### config.mk
export PLATFORM = sky130hd
export DESIGN_NAME = text_console_cursor_control
export DESIGN_NICKNAME = d
export VERILOG_FILES = /design/src/hw/rtl/tccc_pkg.sv /design/src/hw/rtl/text_console_cursor_control.sv /design/src/hw/rtl/tccc_core.sv /design/src/hw/rtl/tccc_outq.sv
export SDC_FILE = /design/constraint.sdc
export NUM_CORES = 1
export LEC_CHECK = 0
export BUFFER_PORTS_ARGS = -buffer_cell sky130_fd_sc_hd__clkbuf_2
export CAP_MARGIN = 40
export CELL_PAD_IN_SITES_DETAIL_PLACEMENT = 1
export CELL_PAD_IN_SITES_GLOBAL_PLACEMENT = 1
export CORE_MARGIN = 4
export CORE_UTILIZATION = 50
export CTS_BUF_LIST = sky130_fd_sc_hd__clkbuf_4 sky130_fd_sc_hd__clkbuf_8
export CTS_CLUSTER_SIZE = 20
export DETAILED_ROUTE_END_ITERATION = 8
export PLACE_DENSITY = 0.95
export SETUP_SLACK_MARGIN = 0.4
export SYNTH_ARGS = -nofsm -noshare
export SYNTH_HDL_FRONTEND = slang
export SYNTH_HIERARCHICAL = 1
export SYNTH_SLANG_ARGS = --single-unit
### constraint.sdc
create_clock -name clk -period 12 [get_ports clk]
set_input_delay 3 -clock clk [delete_from_list [all_inputs] [get_ports clk]]
set_output_delay 3 -clock clk [all_outputs]
set_load 0.02 [all_outputs]
### src/hw/rtl/tccc_pkg.sv
// ----------------------------------------------------------------------------
// tccc_pkg
// Shared codes, constants and the result word type of the cursor controller.
// ----------------------------------------------------------------------------
package tccc_pkg;

  // request codes
  localparam logic [1:0] REQ_PUT   = 2'd0;
  localparam logic [1:0] REQ_SET   = 2'd1;
  localparam logic [1:0] REQ_CLEAR = 2'd2;

  // command codes
  localparam logic [1:0] CMD_NONE   = 2'd0;
  localparam logic [1:0] CMD_DRAW   = 2'd1;
  localparam logic [1:0] CMD_SCROLL = 2'd2;
  localparam logic [1:0] CMD_CLEAR  = 2'd3;

  // control characters
  localparam logic [7:0] CH_BS  = 8'd8;
  localparam logic [7:0] CH_TAB = 8'd9;
  localparam logic [7:0] CH_LF  = 8'd10;
  localparam logic [7:0] CH_CR  = 8'd13;

  localparam logic [7:0] FIRST_PRINT = 8'd32;
  localparam logic [7:0] END_PRINT   = 8'd127;
  localparam logic [8:0] TAB_MASK    = 9'h1F8;

  // configuration register indexes
  localparam logic CFG_COLUMNS   = 1'b0;
  localparam logic CFG_TEXT_ROWS = 1'b1;

  localparam logic [7:0] COLUMNS_RESET   = 8'd80;
  localparam logic [7:0] TEXT_ROWS_RESET = 8'd25;

  // One queued word: the first result of an item, plus a flag that a
  // scroll result follows it. Cursor fields are shared by both results.
  typedef struct packed {
    logic [1:0] command;
    logic [7:0] glyph;
    logic [7:0] draw_col;
    logic [7:0] draw_row;
    logic [7:0] cursor_col;
    logic [7:0] cursor_row;
    logic       two;
  } res_t;

endpackage

### src/hw/rtl/text_console_cursor_control.sv
// ----------------------------------------------------------------------------
// text_console_cursor_control
// Text console cursor controller: takes put-character, set-cursor and clear
// requests, tracks the cursor and emits draw, scroll and clear commands.
// ----------------------------------------------------------------------------
//
//  channel  handshake          payload
//  -------  -----------------  ---------------------------------------------
//  in       in_valid/in_ready  req_type, char_code, new_col, new_row
//  out      out_valid/out_rdy  command, glyph, draw_col, draw_row,
//                              cursor_col_out, cursor_row_out, last
//  cfg      cfg_we             cfg_index (0 columns, 1 text_rows), cfg_wdata
//
//  One request is taken per cycle while in_ready is high; its words are
//  registered in the result register, or in the skid stage when that is busy.
//  A request that draws and then scrolls yields two words on the output side;
//  the result register plus skid stage absorb the extra word. in_ready drops only when the skid stage holds a word.
//  rst_n is synchronous: sizes go to 80 x 25, cursor to the home cell.
//  A size write also sends the cursor home.
//
module text_console_cursor_control import tccc_pkg::*; (
  input  logic       clk,
  input  logic       rst_n,
  input  logic       cfg_we,
  input  logic       cfg_index,
  input  logic [7:0] cfg_wdata,
  input  logic       in_valid,
  output logic       in_ready,
  input  logic [1:0] in_req_type,
  input  logic [7:0] in_char_code,
  input  logic [7:0] in_new_col,
  input  logic [7:0] in_new_row,
  output logic       out_valid,
  input  logic       out_ready,
  output logic [1:0] out_command,
  output logic [7:0] out_glyph,
  output logic [7:0] out_draw_col,
  output logic [7:0] out_draw_row,
  output logic [7:0] out_cursor_col_out,
  output logic [7:0] out_cursor_row_out,
  output logic       out_last
);

  res_t res;
  logic push;

  // advance the cursor on the same edge the word is queued
  assign push = in_valid && in_ready;

  tccc_core u_core (
    .clk       (clk),
    .rst_n     (rst_n),
    .cfg_we    (cfg_we),
    .cfg_index (cfg_index),
    .cfg_wdata (cfg_wdata),
    .push      (push),
    .req_type  (in_req_type),
    .char_code (in_char_code),
    .new_col   (in_new_col),
    .new_row   (in_new_row),
    .res       (res)
  );

  // hold results until taken; split draw-then-scroll into two words
  tccc_outq u_outq (
    .clk                (clk),
    .rst_n              (rst_n),
    .push               (push),
    .res                (res),
    .in_ready           (in_ready),
    .out_valid          (out_valid),
    .out_ready          (out_ready),
    .out_command        (out_command),
    .out_glyph          (out_glyph),
    .out_draw_col       (out_draw_col),
    .out_draw_row       (out_draw_row),
    .out_cursor_col_out (out_cursor_col_out),
    .out_cursor_row_out (out_cursor_row_out),
    .out_last           (out_last)
  );

  // a full skid stage means a word is waiting at the output
  a_stall_has_output: assert property (@(posedge clk) disable iff (!rst_n)
    !in_ready |-> out_valid)
    else $error("input stalled with no pending output word");

  // the word after a non-final one is the final scroll of the same item
  a_second_is_scroll: assert property (@(posedge clk) disable iff (!rst_n)
    out_valid && out_ready && !out_last |=>
      out_valid && out_last && out_command == CMD_SCROLL)
    else $error("second word of an item is not a final scroll");

  // only draw words carry glyph and cell
  a_nondraw_zero: assert property (@(posedge clk) disable iff (!rst_n)
    out_valid && out_command != CMD_DRAW |->
      out_glyph == 8'd0 && out_draw_col == 8'd0 && out_draw_row == 8'd0)
    else $error("non-draw word carries glyph or cell");

  // a non-final word is always the draw of a draw-then-scroll pair
  a_draw_first: assert property (@(posedge clk) disable iff (!rst_n)
    out_valid && !out_last |-> out_command == CMD_DRAW)
    else $error("non-final word is not a draw");

endmodule

### src/hw/rtl/tccc_core.sv
// ----------------------------------------------------------------------------
// tccc_core
// Size registers, cursor registers and the single-pass request decode.
// ----------------------------------------------------------------------------
module tccc_core import tccc_pkg::*; (
  input  logic       clk,
  input  logic       rst_n,
  input  logic       cfg_we,
  input  logic       cfg_index,
  input  logic [7:0] cfg_wdata,
  input  logic       push,
  input  logic [1:0] req_type,
  input  logic [7:0] char_code,
  input  logic [7:0] new_col,
  input  logic [7:0] new_row,
  output res_t       res
);

  logic [7:0] columns_r, columns_nxt;
  logic [7:0] text_rows_r, text_rows_nxt;
  logic [7:0] cur_col_r, cur_col_nxt;
  logic [7:0] cur_row_r, cur_row_nxt;

  logic [7:0] cols, rows;
  logic [7:0] col, row;
  logic [8:0] tab;
  logic [1:0] cmd;
  logic [7:0] glyph, dcol, drow;
  logic       two;

  always_comb begin
    cols = (columns_r == 8'd0) ? 8'd1 : columns_r;
    rows = (text_rows_r == 8'd0) ? 8'd1 : text_rows_r;
    col  = (cur_col_r >= cols) ? cols - 8'd1 : cur_col_r;
    row  = (cur_row_r >= rows) ? rows - 8'd1 : cur_row_r;
    tab  = ({1'b0, col} + 9'd8) & TAB_MASK;
    cmd   = CMD_NONE;
    glyph = 8'd0;
    dcol  = 8'd0;
    drow  = 8'd0;
    two   = 1'b0;
    unique case (req_type)
      REQ_PUT: begin
        unique case (char_code)
          CH_LF: begin
            col = 8'd0;
            row = row + 8'd1;
          end
          CH_CR: col = 8'd0;
          CH_TAB: begin
            if (tab >= {1'b0, cols}) begin
              col = 8'd0;
              row = row + 8'd1;
            end else begin
              col = tab[7:0];
            end
          end
          CH_BS: begin
            if (col != 8'd0) begin
              col = col - 8'd1;
            end else if (row != 8'd0) begin
              row = row - 8'd1;
              col = cols - 8'd1;
            end
            cmd   = CMD_DRAW;
            glyph = FIRST_PRINT;
            dcol  = col;
            drow  = row;
          end
          default: begin
            if (char_code >= FIRST_PRINT && char_code < END_PRINT) begin
              cmd   = CMD_DRAW;
              glyph = char_code;
              dcol  = col;
              drow  = row;
              if (col + 8'd1 >= cols) begin
                col = 8'd0;
                row = row + 8'd1;
              end else begin
                col = col + 8'd1;
              end
            end
          end
        endcase
        // past the last row: scroll, after the draw if there is one
        if (row >= rows) begin
          if (cmd == CMD_NONE) begin
            cmd = CMD_SCROLL;
          end else begin
            two = 1'b1;
          end
          row = rows - 8'd1;
        end
      end
      REQ_SET: begin
        if (new_col < cols) col = new_col;
        if (new_row < rows) row = new_row;
      end
      REQ_CLEAR: begin
        cmd = CMD_CLEAR;
        col = 8'd0;
        row = 8'd0;
      end
      default: ;
    endcase
  end

  assign res = '{command: cmd, glyph: glyph, draw_col: dcol, draw_row: drow,
                 cursor_col: col, cursor_row: row, two: two};

  always_comb begin
    columns_nxt   = columns_r;
    text_rows_nxt = text_rows_r;
    cur_col_nxt   = cur_col_r;
    cur_row_nxt   = cur_row_r;
    if (cfg_we) begin
      if (cfg_index == CFG_COLUMNS) begin
        columns_nxt = cfg_wdata;
      end else begin
        text_rows_nxt = cfg_wdata;
      end
      cur_col_nxt = 8'd0;
      cur_row_nxt = 8'd0;
    end else if (push) begin
      cur_col_nxt = col;
      cur_row_nxt = row;
    end
  end

  always_ff @(posedge clk) begin
    if (!rst_n) begin
      columns_r   <= COLUMNS_RESET;
      text_rows_r <= TEXT_ROWS_RESET;
      cur_col_r   <= 8'd0;
      cur_row_r   <= 8'd0;
    end else begin
      columns_r   <= columns_nxt;
      text_rows_r <= text_rows_nxt;
      cur_col_r   <= cur_col_nxt;
      cur_row_r   <= cur_row_nxt;
    end
  end

endmodule

### src/hw/rtl/tccc_outq.sv
// ----------------------------------------------------------------------------
// tccc_outq
// Result register with skid stage; splits a two-result word into two beats.
// ----------------------------------------------------------------------------
module tccc_outq import tccc_pkg::*; (
  input  logic       clk,
  input  logic       rst_n,
  input  logic       push,
  input  res_t       res,
  output logic       in_ready,
  output logic       out_valid,
  input  logic       out_ready,
  output logic [1:0] out_command,
  output logic [7:0] out_glyph,
  output logic [7:0] out_draw_col,
  output logic [7:0] out_draw_row,
  output logic [7:0] out_cursor_col_out,
  output logic [7:0] out_cursor_row_out,
  output logic       out_last
);

  res_t main_r, main_nxt;
  res_t skid_r, skid_nxt;
  logic main_valid_r, main_valid_nxt;
  logic skid_valid_r, skid_valid_nxt;
  logic phase_r, phase_nxt;
  logic fire, pop;

  assign in_ready  = !skid_valid_r;
  assign out_valid = main_valid_r;
  assign fire      = main_valid_r && out_ready;
  assign pop       = fire && out_last;

  // second beat of a two-result word is always a bare scroll
  always_comb begin
    out_cursor_col_out = main_r.cursor_col;
    out_cursor_row_out = main_r.cursor_row;
    if (main_r.two && phase_r) begin
      out_command  = CMD_SCROLL;
      out_glyph    = 8'd0;
      out_draw_col = 8'd0;
      out_draw_row = 8'd0;
      out_last     = 1'b1;
    end else begin
      out_command  = main_r.command;
      out_glyph    = main_r.glyph;
      out_draw_col = main_r.draw_col;
      out_draw_row = main_r.draw_row;
      out_last     = !main_r.two;
    end
  end

  always_comb begin
    main_nxt       = main_r;
    skid_nxt       = skid_r;
    main_valid_nxt = main_valid_r;
    skid_valid_nxt = skid_valid_r;
    phase_nxt      = phase_r;
    if (fire) begin
      phase_nxt = !out_last;
    end
    if (skid_valid_r) begin
      if (pop) begin
        main_nxt       = skid_r;
        skid_valid_nxt = 1'b0;
      end
    end else if (push) begin
      if (!main_valid_r || pop) begin
        main_nxt       = res;
        main_valid_nxt = 1'b1;
      end else begin
        skid_nxt       = res;
        skid_valid_nxt = 1'b1;
      end
    end else if (pop) begin
      main_valid_nxt = 1'b0;
    end
  end

  always_ff @(posedge clk) begin
    if (!rst_n) begin
      main_valid_r <= 1'b0;
      skid_valid_r <= 1'b0;
      phase_r      <= 1'b0;
    end else begin
      main_valid_r <= main_valid_nxt;
      skid_valid_r <= skid_valid_nxt;
      phase_r      <= phase_nxt;
    end
  end

  always_ff @(posedge clk) begin
    main_r <= main_nxt;
    skid_r <= skid_nxt;
  end

endmodule
==> flow_summary.json <==
{
  "die_height_um": 146,
  "ys_warn_count": 6,
  "cts.sinks": 121,
  "register_area_mm2": 0.00328,
  "maxCapViolCount": 0,
  "yosys.area.top_type": "edfxtp_1",
  "globalplace.congestion": 1.00,
  "insertion_delay_ps": 470,
  "cts-htree-levels": 4,
  "rr_worst_depth": 29,
  "clkPwrFrac_pct": 30.1,
  "cts_buffers": 17,
  "rsz0062_at_grt": "no",
  "finalCriticalPeriod_ps": 8490,
  "grt_pass1_wl_um": 53200,
  "synth_edf_count": 86,
  "grt_max_degree": 39,
  "report.final.slew_viol_count": 0,
  "cp_max_fo": 20,
  "hp-start": "u_outq/phase_r$_SDFFE_PN0P_",
  "worst_ep_arrival_time_ps": 8700,
  "tightest_slew_ps": 930,
  "area_delta_synth_final_pct": 9.76,
  "slowest_stage": "mux2i_1",
  "p_int_uw": 852,
  "synth_seq_cells": 121,
  "setup_viol": 0,
  "fmax_mhz": 118,
  "layout_commonest_cell": "nand2_1",
  "avgSynthCellArea_um2": 9.02,
  "hold-path-cell-count": 2,
  "p_seq_share_pct": 37.4,
  "firstDrtPassIters": 5,
  "finalHoldViolCount": 0,
  "rows": 50,
  "synth.top_cell.area_share_pct": 27.0,
  "synth_cells": 1058,
  "hold_class": "register to register",
  "grt_pass1_vias": 9176,
  "path_clk_slew_ps": 90,
  "ant_nets": 0,
  "ys.flop_type": "edfxtp_1",
  "cts_root_buf": "clkbuf_8",
  "gr-usage-all-layers_pct": 31.6,
  "max_stage_delay_ps": 700,
  "power_frac_comb_pct": 32.5,
  "crit_type": "register to register",
  "power_density_mw_per_mm2": 131,
  "timing.rr.end": "u_outq/out_cursor_row_out[2]$_DFFE_PP_",
  "p_leak_uw": 0.00425,
  "async_flop_share_pct": 0,
  "path_common_cell": "ha_1",
  "top_level_ports": 85,
  "initial_core_util_pct": 50.9,
  "diodes": 0,
  "most-common-layout-cells": "nand2_1 (98), edfxtp_1 (86), clkbuf_2 (84), nor2_1 (76), a21oi_1 (73)",
  "layout.nets": 1209,
  "drtIter0Drc": 987,
  "vias": 9140,
  "p_switching_uw": 516,
  "reg2reg_from": "u_core/columns_r[3]$_SDFFE_PN0P_",
  "die-area_mm2": 0.0214,
  "placed_cell_area_mm2": 0.0101,
  "finalWirelength_um": 34500,
  "worstPathRequired_ps": 12220,
  "hpwlAfterDp_um": 25700,
  "antenna_found_initial": 0,
  "fin_skew_ps": 16.8,
  "viasPerCell": 6.75,
  "synthTopCellsByArea": "edfxtp_1 (27%), ha_1 (8.1%), dfxtp_1 (7.3%)",
  "status": "completed",
  "min_to": "u_outq/phase_r$_SDFFE_PN0P_",
  "crit_path_start_kind": "register",
  "r2r_slack_ps": 3510,
  "port_buffers": 84,
  "synth-seq-area-share_pct": 34.4,
  "fill_cells": 2191,
  "synth.distinct_cells": 85,
  "postCtsSetupBuffers": 0,
  "min_period_over_period_pct": 70.7,
  "relSlewSlack_pct": 37.8,
  "drive_gt1_share_pct": 20.0,
  "cts_buffer_depth": 2,
  "synth_area_mm2": 0.00955,
  "tns_ps": 0,
  "design_area_mm2": 0.0105,
  "max-vdd-ir-drop_v": 0.0000719,
  "cts_resized": 0,
  "cts_hold_buf": 0,
  "cts_tree": "built",
  "wl_per_cell_um": 25.5,
  "synthesis.nets": 1160,
  "power_uw": 1370,
  "grt_overflow": 0,
  "end_kind": "register",
  "coreArea_mm2": 0.0188,
  "die_x_um": 146,
  "switching_share_pct": 37.7,
  "drc": 0,
  "multi_input_area_mm2": 0.00571
}
-- sequential cells by signal (all words and copies together), names as in the netlist --
name,flops
u_outq/main_r,27
u_outq/skid_valid_r,1
u_core/columns_r,8
u_core/cur_row_r,8
u_outq/skid_r,43
u_core/cur_col_r,8
u_outq/out_cursor_col_out,8
u_core/text_rows_r,8
u_outq/phase_r,1
u_outq/out_cursor_row_out,8
u_outq/out_valid,1
-- power groups by stage --
stage                     logic (µW)  clock network, µW  registers (µW)
after global placement           402                  0             519
after global routing             473                435             515
final                            445                412             512
after floorplan                  307                  0             507
after CTS                        431                416             511
after detailed placement         424                  0             520
-- logic make-up (layout without fill, tap and decap cells) --
family	Yosys count	in the layout	synth area share [%]
simple gates	338	338	17.9
compound gates	295	295	20.9
buf+inv	126	188	6.08
flops	121	121	34.4
mux	85	85	9.80
fa+ha+maj	62	62	8.12
xor+xnor	30	30	2.75
other cells	1	1	0.0393
-- routing by layer --
| layer | global-route usage [%] | routed length [µm] | up-vias |
|---|---|---|---|
| met4 | 12.7 | 1310 | 0 |
| met3 | 6.39 | 3340 | 106 |
| li1 | - | - | 4014 |
| met5 | 0 | 0 | - |
| met1 | 42.5 | 14300 | 4444 |
| met2 | 49.9 | 15500 | 576 |
-- final cells by class --
class / count / area share [%]
Sequential cell: 121 / 31.3
Multi-Input combinational cell: 811 / 54.4
Inverter: 56 / 2.01
Clock buffer: 17 / 2.23
Timing Repair Buffer: 100 / 5.37
Tap cell: 234 / 2.79
Clock inverter: 15 / 1.81
-- how the worst max path moves through the flow --
stage	from	end	slack, ps	depth (start not counted)
after CTS	u_core/columns_r[3]$_SDFFE_PN0P_	u_outq/out_cursor_row_out[2]$_DFFE_PP_	3790	29
after detailed placement	u_core/columns_r[2]$_SDFFE_PN0P_	u_outq/out_cursor_row_out[2]$_DFFE_PP_	4010	29
after global placement	u_core/columns_r[2]$_SDFFE_PN0P_	u_outq/out_cursor_row_out[2]$_DFFE_PP_	4320	29
after global routing	u_core/columns_r[3]$_SDFFE_PN0P_	u_outq/out_cursor_row_out[2]$_DFFE_PP_	2990	31
final	u_core/columns_r[3]$_SDFFE_PN0P_	u_outq/out_cursor_row_out[2]$_DFFE_PP_	3510	29
after floorplan	u_core/columns_r[2]$_SDFFE_PN0P_	u_outq/out_cursor_row_out[2]$_DFFE_PP_	4980	32
-- synth_stat cells (all sizes together), types with 22 or more instances --
cell / number
nand2: 98
edfxtp: 86
a21oi: 76
nor2: 76
o21ai: 63
ha: 62
mux2: 62
inv: 56
clkbuf: 42
dfxtp: 35
and2: 33
a31oi: 28
buf: 28
nand3: 26
mux2i: 23
xnor2: 22
-- critical path: cells and delay by family (launching register included) --
kind                       cells  cell delay, ps
muxes                          2             970
DFF                            1             560
and+or+nand+nor                6            1000
adders and majority gates      4            1380
buffers and inverters          3             490
AOI/OAI and AO/OA             13            3620
xor gates and xnor gates       1             190
-- per-stage QoR --
step	utilization [%]	worst slack (ps)	hold WS [ps]	cells
6_report	55.8	3510	475	1354
5_1_grt	55.8	2990	499	1354
4_1_cts	55.8	3790	472	1354
3_5_place_dp	53.6	4010	460	1322
3_3_place_gp	53.3	4320	454	1319
2_1_floorplan	-	4980	443	1058
Power figures use the tool's default switching activity.
